**config.mk**
```make
export PLATFORM = sky130hd
export DESIGN_NAME = psg_tone_noise_generator_top
export DESIGN_NICKNAME = d
export VERILOG_FILES = /design/src/psg_pkg.sv /design/src/psg_tone_noise_generator_top.sv /design/src/psg_tone_chan.sv /design/src/psg_noise.sv
export SDC_FILE = /design/constraint.sdc
export NUM_CORES = 1
export LEC_CHECK = 0
export BUFFER_PORTS_ARGS = -buffer_cell sky130_fd_sc_hd__buf_2
export CAP_MARGIN = 30
export CORE_AREA = 2 2 173 175
export DETAILED_ROUTE_END_ITERATION = 8
export DIE_AREA = 0 0 175 177
export MAX_ROUTING_LAYER = met4
export PLACE_DENSITY = 0.68
export SLEW_MARGIN = 5
export SYNTH_ARGS = -nofsm -noshare
export SYNTH_HDL_FRONTEND = slang
export SYNTH_SLANG_ARGS = --single-unit
```
**constraint.sdc**
```tcl
create_clock -name clk -period 5.2 [get_ports clk]
set_input_delay 1.04 -clock clk [delete_from_list [all_inputs] [get_ports clk]]
set_output_delay 1.04 -clock clk [all_outputs]
set_load 0.02 [all_outputs]
```
**src/psg_pkg.sv**
```systemverilog
package psg_pkg;

    localparam int NUM_REGS       = 16;
    localparam int REG_IDX_W      = 4;
    localparam int TONE_W         = 12;
    localparam int NOISE_PER_W    = 5;
    localparam int NOISE_W        = 17;
    localparam int NUM_CHANS      = 3;
    localparam int NOISE_PER_REG  = 6;

    localparam logic [NOISE_W-1:0] NOISE_SEED = 17'h1ffff;

    typedef enum logic [1:0] {
        FUNC_SELECT = 2'd0,
        FUNC_WRITE  = 2'd1,
        FUNC_TICK   = 2'd2,
        FUNC_READ   = 2'd3
    } func_t;

    typedef struct packed {
        func_t      func;
        logic [7:0] data;
    } cmd_word_t;

    typedef struct packed {
        logic [7:0]           read_data;
        logic [REG_IDX_W-1:0] selected_index;
        logic                 tone_level_a;
        logic                 tone_level_b;
        logic                 tone_level_c;
        logic                 noise_out;
    } res_word_t;

endpackage

```
**src/psg_tone_noise_generator_top.sv**
```systemverilog
// three-channel tone and noise generator with a sixteen-byte register file
// cmd channel: a word carries func and data; func selects a register, writes
//   the selected register, reads a register by index, or advances one master tick
// res channel: one word per cmd word, in order, carrying the read byte (zero
//   unless a read), the selected register number, the three square levels and
//   the noise bit as they stand after that cmd word
// a word is taken when valid is high and stall is low
// a taken cmd word reaches res valid through the cmd register, then the result
//   register; throughput one word per cycle while res is not stalled, set by the
//   single combinational pass between the two registers
// every TICKS_PER_CLOCK master ticks make one chip clock, which steps the tone
//   and noise counters
// reset clears the register file, select, prescaler and counters, loads the
//   noise shift register with all ones and drops both valids
// a stall on res holds the result; cmd stall rises only while a cmd word is
//   waiting and the result register is full and stalled
module psg_tone_noise_generator_top #(
    parameter int TICKS_PER_CLOCK = 16
) (
    input  logic               clk,
    input  logic               rst_n,
    input  logic               cmd_valid,
    output logic               cmd_stall,
    input  psg_pkg::cmd_word_t cmd,
    output logic               res_valid,
    input  logic               res_stall,
    output psg_pkg::res_word_t res
);

    localparam int PHASE_W = (TICKS_PER_CLOCK > 1) ? $clog2(TICKS_PER_CLOCK) : 1;

    logic                             cmd_valid_reg;
    psg_pkg::cmd_word_t               cmd_word_reg;
    logic                             res_valid_reg;
    psg_pkg::res_word_t               res_word_reg;
    logic [psg_pkg::REG_IDX_W-1:0]    sel_reg;
    logic [psg_pkg::REG_IDX_W-1:0]    sel_next;
    logic [7:0]                       regs_reg [psg_pkg::NUM_REGS];
    logic [PHASE_W-1:0]               phase_reg;
    logic [PHASE_W-1:0]               phase_next;
    logic [PHASE_W:0]                 phase_inc;
    logic                             advance;
    logic                             fire;
    logic                             chip_en;
    logic [7:0]                       rd;
    logic [psg_pkg::NUM_CHANS-1:0]    levels_next;
    logic                             noise_next;
    psg_pkg::res_word_t               res_next;

    assign advance   = !res_valid_reg || !res_stall;
    assign cmd_stall = cmd_valid_reg && !advance;
    assign fire      = cmd_valid_reg && advance;
    assign res_valid = res_valid_reg;
    assign res       = res_word_reg;

    always_ff @(posedge clk or negedge rst_n)
    begin
        if (!rst_n)
        begin
            cmd_valid_reg <= 1'b0;
        end
        else if (!cmd_stall)
        begin
            cmd_valid_reg <= cmd_valid;
        end
    end

    always_ff @(posedge clk)
    begin
        if (cmd_valid && !cmd_stall)
        begin
            cmd_word_reg <= cmd;
        end
    end

    always_comb
    begin
        sel_next   = sel_reg;
        phase_next = phase_reg;
        phase_inc  = {1'b0, phase_reg} + (PHASE_W + 1)'(1);
        chip_en    = 1'b0;
        rd         = '0;
        if (fire)
        begin
            case (cmd_word_reg.func)
                psg_pkg::FUNC_SELECT:
                begin
                    sel_next = cmd_word_reg.data[psg_pkg::REG_IDX_W-1:0];
                end
                psg_pkg::FUNC_TICK:
                begin
                    if (phase_inc >= (PHASE_W + 1)'(TICKS_PER_CLOCK))
                    begin
                        phase_next = '0;
                        chip_en    = 1'b1;
                    end
                    else
                    begin
                        phase_next = phase_inc[PHASE_W-1:0];
                    end
                end
                psg_pkg::FUNC_READ:
                begin
                    rd = regs_reg[cmd_word_reg.data[psg_pkg::REG_IDX_W-1:0]];
                end
                default:
                begin
                end
            endcase
        end
    end

    always_ff @(posedge clk or negedge rst_n)
    begin
        if (!rst_n)
        begin
            sel_reg   <= '0;
            phase_reg <= '0;
            for (int i = 0; i < psg_pkg::NUM_REGS; i++)
            begin
                regs_reg[i] <= '0;
            end
        end
        else
        begin
            sel_reg   <= sel_next;
            phase_reg <= phase_next;
            if (fire && cmd_word_reg.func == psg_pkg::FUNC_WRITE)
            begin
                regs_reg[sel_reg] <= cmd_word_reg.data;
            end
        end
    end

    for (genvar ch = 0; ch < psg_pkg::NUM_CHANS; ch++)
    begin : g_tone
        psg_tone_chan u_tone (
            .clk        (clk),
            .rst_n      (rst_n),
            .step       (chip_en),
            .period     ({regs_reg[2*ch+1][3:0], regs_reg[2*ch]}),
            .level_next (levels_next[ch])
        );
    end

    psg_noise u_noise (
        .clk        (clk),
        .rst_n      (rst_n),
        .step       (chip_en),
        .period     (regs_reg[psg_pkg::NOISE_PER_REG][psg_pkg::NOISE_PER_W-1:0]),
        .noise_next (noise_next)
    );

    always_comb
    begin
        res_next.read_data      = rd;
        res_next.selected_index = sel_next;
        res_next.tone_level_a   = levels_next[0];
        res_next.tone_level_b   = levels_next[1];
        res_next.tone_level_c   = levels_next[2];
        res_next.noise_out      = noise_next;
    end

    always_ff @(posedge clk or negedge rst_n)
    begin
        if (!rst_n)
        begin
            res_valid_reg <= 1'b0;
        end
        else if (advance)
        begin
            res_valid_reg <= cmd_valid_reg;
        end
    end

    always_ff @(posedge clk)
    begin
        if (fire)
        begin
            res_word_reg <= res_next;
        end
    end

`ifndef SYNTH
    a_stall_only_when_full: assert property (@(posedge clk) disable iff (!rst_n)
        cmd_stall |-> (res_valid && res_stall))
        else $error("cmd stall without a stalled result");

    a_phase_in_range: assert property (@(posedge clk) disable iff (!rst_n)
        (PHASE_W + 1)'(phase_reg) < (PHASE_W + 1)'(TICKS_PER_CLOCK))
        else $error("prescaler phase out of range");

    a_select_taken: assert property (@(posedge clk) disable iff (!rst_n)
        (fire && cmd_word_reg.func == psg_pkg::FUNC_SELECT)
        |=> (sel_reg == $past(cmd_word_reg.data[psg_pkg::REG_IDX_W-1:0])))
        else $error("register select not taken");

    a_result_follows_cmd: assert property (@(posedge clk) disable iff (!rst_n)
        fire |=> res_valid)
        else $error("result missing after accepted cmd word");
`endif

endmodule

```
**src/psg_tone_chan.sv**
```systemverilog
module psg_tone_chan (
    input  logic                        clk,
    input  logic                        rst_n,
    input  logic                        step,
    input  logic [psg_pkg::TONE_W-1:0]  period,
    output logic                        level_next
);

    logic [psg_pkg::TONE_W-1:0] count_reg;
    logic [psg_pkg::TONE_W-1:0] count_next;
    logic                       level_reg;
    logic [psg_pkg::TONE_W-1:0] eff_period;
    logic [psg_pkg::TONE_W-1:0] loaded;
    logic [psg_pkg::TONE_W-1:0] dec;

    always_comb
    begin
        eff_period = (period == '0) ? psg_pkg::TONE_W'(1) : period;
        loaded     = (count_reg == '0 || count_reg > eff_period) ? eff_period : count_reg;
        dec        = loaded - psg_pkg::TONE_W'(1);
        count_next = count_reg;
        level_next = level_reg;
        if (step)
        begin
            if (dec == '0)
            begin
                count_next = eff_period;
                level_next = ~level_reg;
            end
            else
            begin
                count_next = dec;
            end
        end
    end

    always_ff @(posedge clk or negedge rst_n)
    begin
        if (!rst_n)
        begin
            count_reg <= '0;
            level_reg <= 1'b0;
        end
        else
        begin
            count_reg <= count_next;
            level_reg <= level_next;
        end
    end

endmodule

```
**src/psg_noise.sv**
```systemverilog
module psg_noise (
    input  logic                             clk,
    input  logic                             rst_n,
    input  logic                             step,
    input  logic [psg_pkg::NOISE_PER_W-1:0]  period,
    output logic                             noise_next
);

    logic [psg_pkg::NOISE_PER_W-1:0] count_reg;
    logic [psg_pkg::NOISE_PER_W-1:0] count_next;
    logic [psg_pkg::NOISE_W-1:0]     shift_reg;
    logic [psg_pkg::NOISE_W-1:0]     shift_next;
    logic                            bit_reg;
    logic [psg_pkg::NOISE_PER_W-1:0] eff_period;
    logic [psg_pkg::NOISE_PER_W-1:0] loaded;
    logic [psg_pkg::NOISE_PER_W-1:0] dec;

    always_comb
    begin
        eff_period = (period == '0) ? psg_pkg::NOISE_PER_W'(1) : period;
        loaded     = (count_reg == '0 || count_reg > eff_period) ? eff_period : count_reg;
        dec        = loaded - psg_pkg::NOISE_PER_W'(1);
        count_next = count_reg;
        shift_next = shift_reg;
        noise_next = bit_reg;
        if (step)
        begin
            if (dec == '0)
            begin
                count_next = eff_period;
                shift_next = {shift_reg[0] ^ shift_reg[3], shift_reg[psg_pkg::NOISE_W-1:1]};
                noise_next = shift_reg[1];
            end
            else
            begin
                count_next = dec;
            end
        end
    end

    always_ff @(posedge clk or negedge rst_n)
    begin
        if (!rst_n)
        begin
            count_reg <= '0;
            shift_reg <= psg_pkg::NOISE_SEED;
            bit_reg   <= 1'b1;
        end
        else
        begin
            count_reg <= count_next;
            shift_reg <= shift_next;
            bit_reg   <= noise_next;
        end
    end

endmodule

```
==> flow_summary.ini <==
[critical_path]
crit_chain = or4_1 > nand3b_1 > nor2_1 > nor2_1 > inv_1 > ha_1 > nor2b_1 > o211ai_1 > o2bb2ai_1 > a31oi_2 > nor2_2 > nor2_1 > a21oi_1 > ha_2 > nor4b_1 > o2111ai_1 > xnor2_1 > mux2i_1 > nor4b_4 > buf_4 > nand2_1 > xnor2_1
critPathRequiredTime_ns = 5.48
crit_top_cell = nor2_1
worst_ep_arrival_time_ns = 5.09
max_stage_delay_ns = 0.59
critPathLaunchType = register
crit_slowest_cell = or4_1
critPathKind = reg -> reg
critPathMaxFanout = 8
crit_path_end_kind = register

[die]
die_x_microns = 175
rows = 63
initial_utilization_pct = 45.1
core-area_sq_um = 29200
die_area_sq_um = 31000
fp.dieH_microns = 177
io_pins = 32

[min_path]
hp-class = reg -> reg

[placed_design]
io_buffers = 31
hpwl_microns = 22900
place_congestion = 0.923
post-place-cells = 1616

[logic_synthesis]
synth_nets = 1269
synth_compound_gate_area_share_pct = 12.5
synthArstFlopShare_pct = 88.5
synth_ff_type = dfrtp_1
syn_inst = 1205
syn-cell-area_sq_um = 13200
synth-edff-count = 26
syn_avg_cell_area_sq_um = 10.9
synth_top_family_by_area = multiplexers
yosys_warnings = 0
synth-seq-cells = 226
synth_fa_ha_area_share_pct = 4.74
ys_seq_area_share_pct = 44.0
synthMuxAreaShare_pct = 19.4
yosysUniqueCellTypes = 84
synth_xor_xnor_area_share_pct = 2.38
synth-simple-area-share_pct = 13.5

[pwr]
pwr-share-seq_pct = 32.9
pwr-share-comb_pct = 45.0
ir_drop_v = 0.000359
p_leak_nw = 6.49
pwr-share-clk_pct = 22.1
p_total_mw = 7.85
switching_share_pct = 40.0
p_int_mw = 4.71
p_sw_mw = 3.14
p_per_area_nw_per_um2 = 528

[route]
wl_microns = 32400
drt_iter0_markers = 750
avgRoutedWirePerCell_microns = 19.5
drc = 0
dr.pass1.iters = 5
antenna_left = 0
via_count = 9866
via_per_inst = 5.94

[sta]
worst_pin_slew_ns = 0.946
skew_ns = 0.0156
fmax_ghz = 0.208
fin_setup_tns_ns = 0
maxSlewHeadroom_pct = 36.7
hold_viol = 0
fin_crit_sh_pct = 92.4
setup_violations = 0
period_minus_slack_ns = 4.81
maxSlewViolCount = 0
rsz0062_at_grt = no

[clock_tree]
cts_root_buffer = clkbuf_16
cts_sinks = 226
ctsHoldBuffers = 0
cts_buffers = 25
clk_path_buf_depth = 3
clock_latency_ns = 0.53
cts_tree = built
htreeDepth = 1
clk_pin_slew_ns = 0.06

[grt]
grt_usage_pct = 21.8
grt_max_degree = 105
antenna_found_initial = 0
grt_pass1_wl_microns = 52600
grt_pass1_vias = 9655
gr-total-overflow = 0

[finish]
fill_cells = 2542
nNetsFinal = 1319
antenna_cells = 0
drive_gt1_share_pct = 27.0
instances_no_fill = 1662
syn_to_final_growth_pct = 12.7
final_cell_mix = dfrtp_1, mux2_2, nand2_1, nor2_1, o21ai_0
largest_reg_flops = 128
final_common_cell = dfrtp_1
finish.utilization_pct = 50.8

[run_status]
status = finished, final reports clean

[job]
timing.max_cap.violations = 0
## layer usage
layer  vias up  share of wire, %  wire length (microns)  GRT usage [%]
met1      4942                46                  14800           29.6
li1       4615                 -                      -              -
met4         0               2.6                    854           6.01
met3        53               4.7                   1530           2.86
met2       256                47                  15200           34.7
met5         -                 0                      0              -
## synthesized netlist by cell type (all sizes together), types with 18 or more instances
cell / n / area (sq um)
a21oi: 58 / 290
a31oi: 18 / 113
clkbuf: 49 / 184
dfrtp: 182 / 4550
dfstp: 18 / 473
edfxtp: 26 / 781
ha: 50 / 626
inv: 60 / 225
mux2: 134 / 1510
mux4: 41 / 923
nand2: 98 / 373
nand3: 22 / 110
nand4: 19 / 125
nor2: 74 / 278
nor3: 36 / 185
o21ai: 68 / 344
xnor2: 27 / 244
## kinds of logic after synthesis
logic type	Yosys count
AND/OR/NAND/NOR	340
buffers and inverters	117
AO/OA/AOI/OAI	249
multiplexers	188
adder cells (fa/ha/maj)	50
flip-flops	226
XOR/XNOR	35
## area by class of cell
cell class	instances	area, sq um	area share [%]
flip-flops and latches	226	5810	39.1
multi-input cells	862	6970	46.9
inverters	61	229	1.54
clock inverters	10	110	0.741
repair buffers	79	557	3.75
well taps	390	488	3.28
clock buffers	34	699	4.71
## through the flow
stage	instance area [sq um]	setup slack (ns)	hold WS, ns
finish	14900	0.394	0.462
floorplan	13200	0.0277	0.432
global placement	14000	0.392	0.447
detailed placement	14000	0.290	0.454
CTS	14800	0.277	0.469
global route	14900	0.0206	0.491
## repair_timing
action / 4_1_cts / 5_1_grt
gates resized for setup: 0 / 11
endpoints found under the setup margin: 0 / 30
setup buffers: 0 / 2
## critical path, delay by kind of cell, from the launching register on
kind | cells | cell delay (ns)
AO/OA/AOI/OAI | 5 | 0.99
AND/OR/NAND/NOR | 10 | 1.83
buffers and inverters | 2 | 0.26
XOR/XNOR | 2 | 0.32
multiplexers | 1 | 0.26
flip-flops | 1 | 0.43
adder cells (fa/ha/maj) | 2 | 0.44
## final timing paths
path,startpoint,to,slack [ns],cells after the start
worst min register to register,g_tone[0].u_tone.level_reg$_DFF_PN0_,g_tone[0].u_tone.level_reg$_DFF_PN0_,0.46,1
min in group asynchronous,rst_n,regs_reg[48]$_DFFE_PN0P_,0.62,1
worst max-delay path,regs_reg[98]$_DFFE_PN0P_,res[2]$_DFFE_PP_,0.39,22
worst min-delay path,g_tone[0].u_tone.level_reg$_DFF_PN0_,g_tone[0].u_tone.level_reg$_DFF_PN0_,0.46,1
worst max register to register,regs_reg[98]$_DFFE_PN0P_,res[2]$_DFFE_PP_,0.39,22
max in group asynchronous,rst_n,regs_reg[127]$_DFFE_PN0P_,3.56,2
## power by group through the flow
stage	sequential [mW]	clock [mW]	combinational, mW
2_1_floorplan	2.47	0	2.52
3_3_place_gp	2.57	0	3.38
3_5_place_dp	2.59	0	3.45
4_1_cts	2.56	1.77	3.47
5_1_grt	2.63	1.85	3.85
6_report	2.58	1.74	3.53
Power figures use the tool's default switching activity.
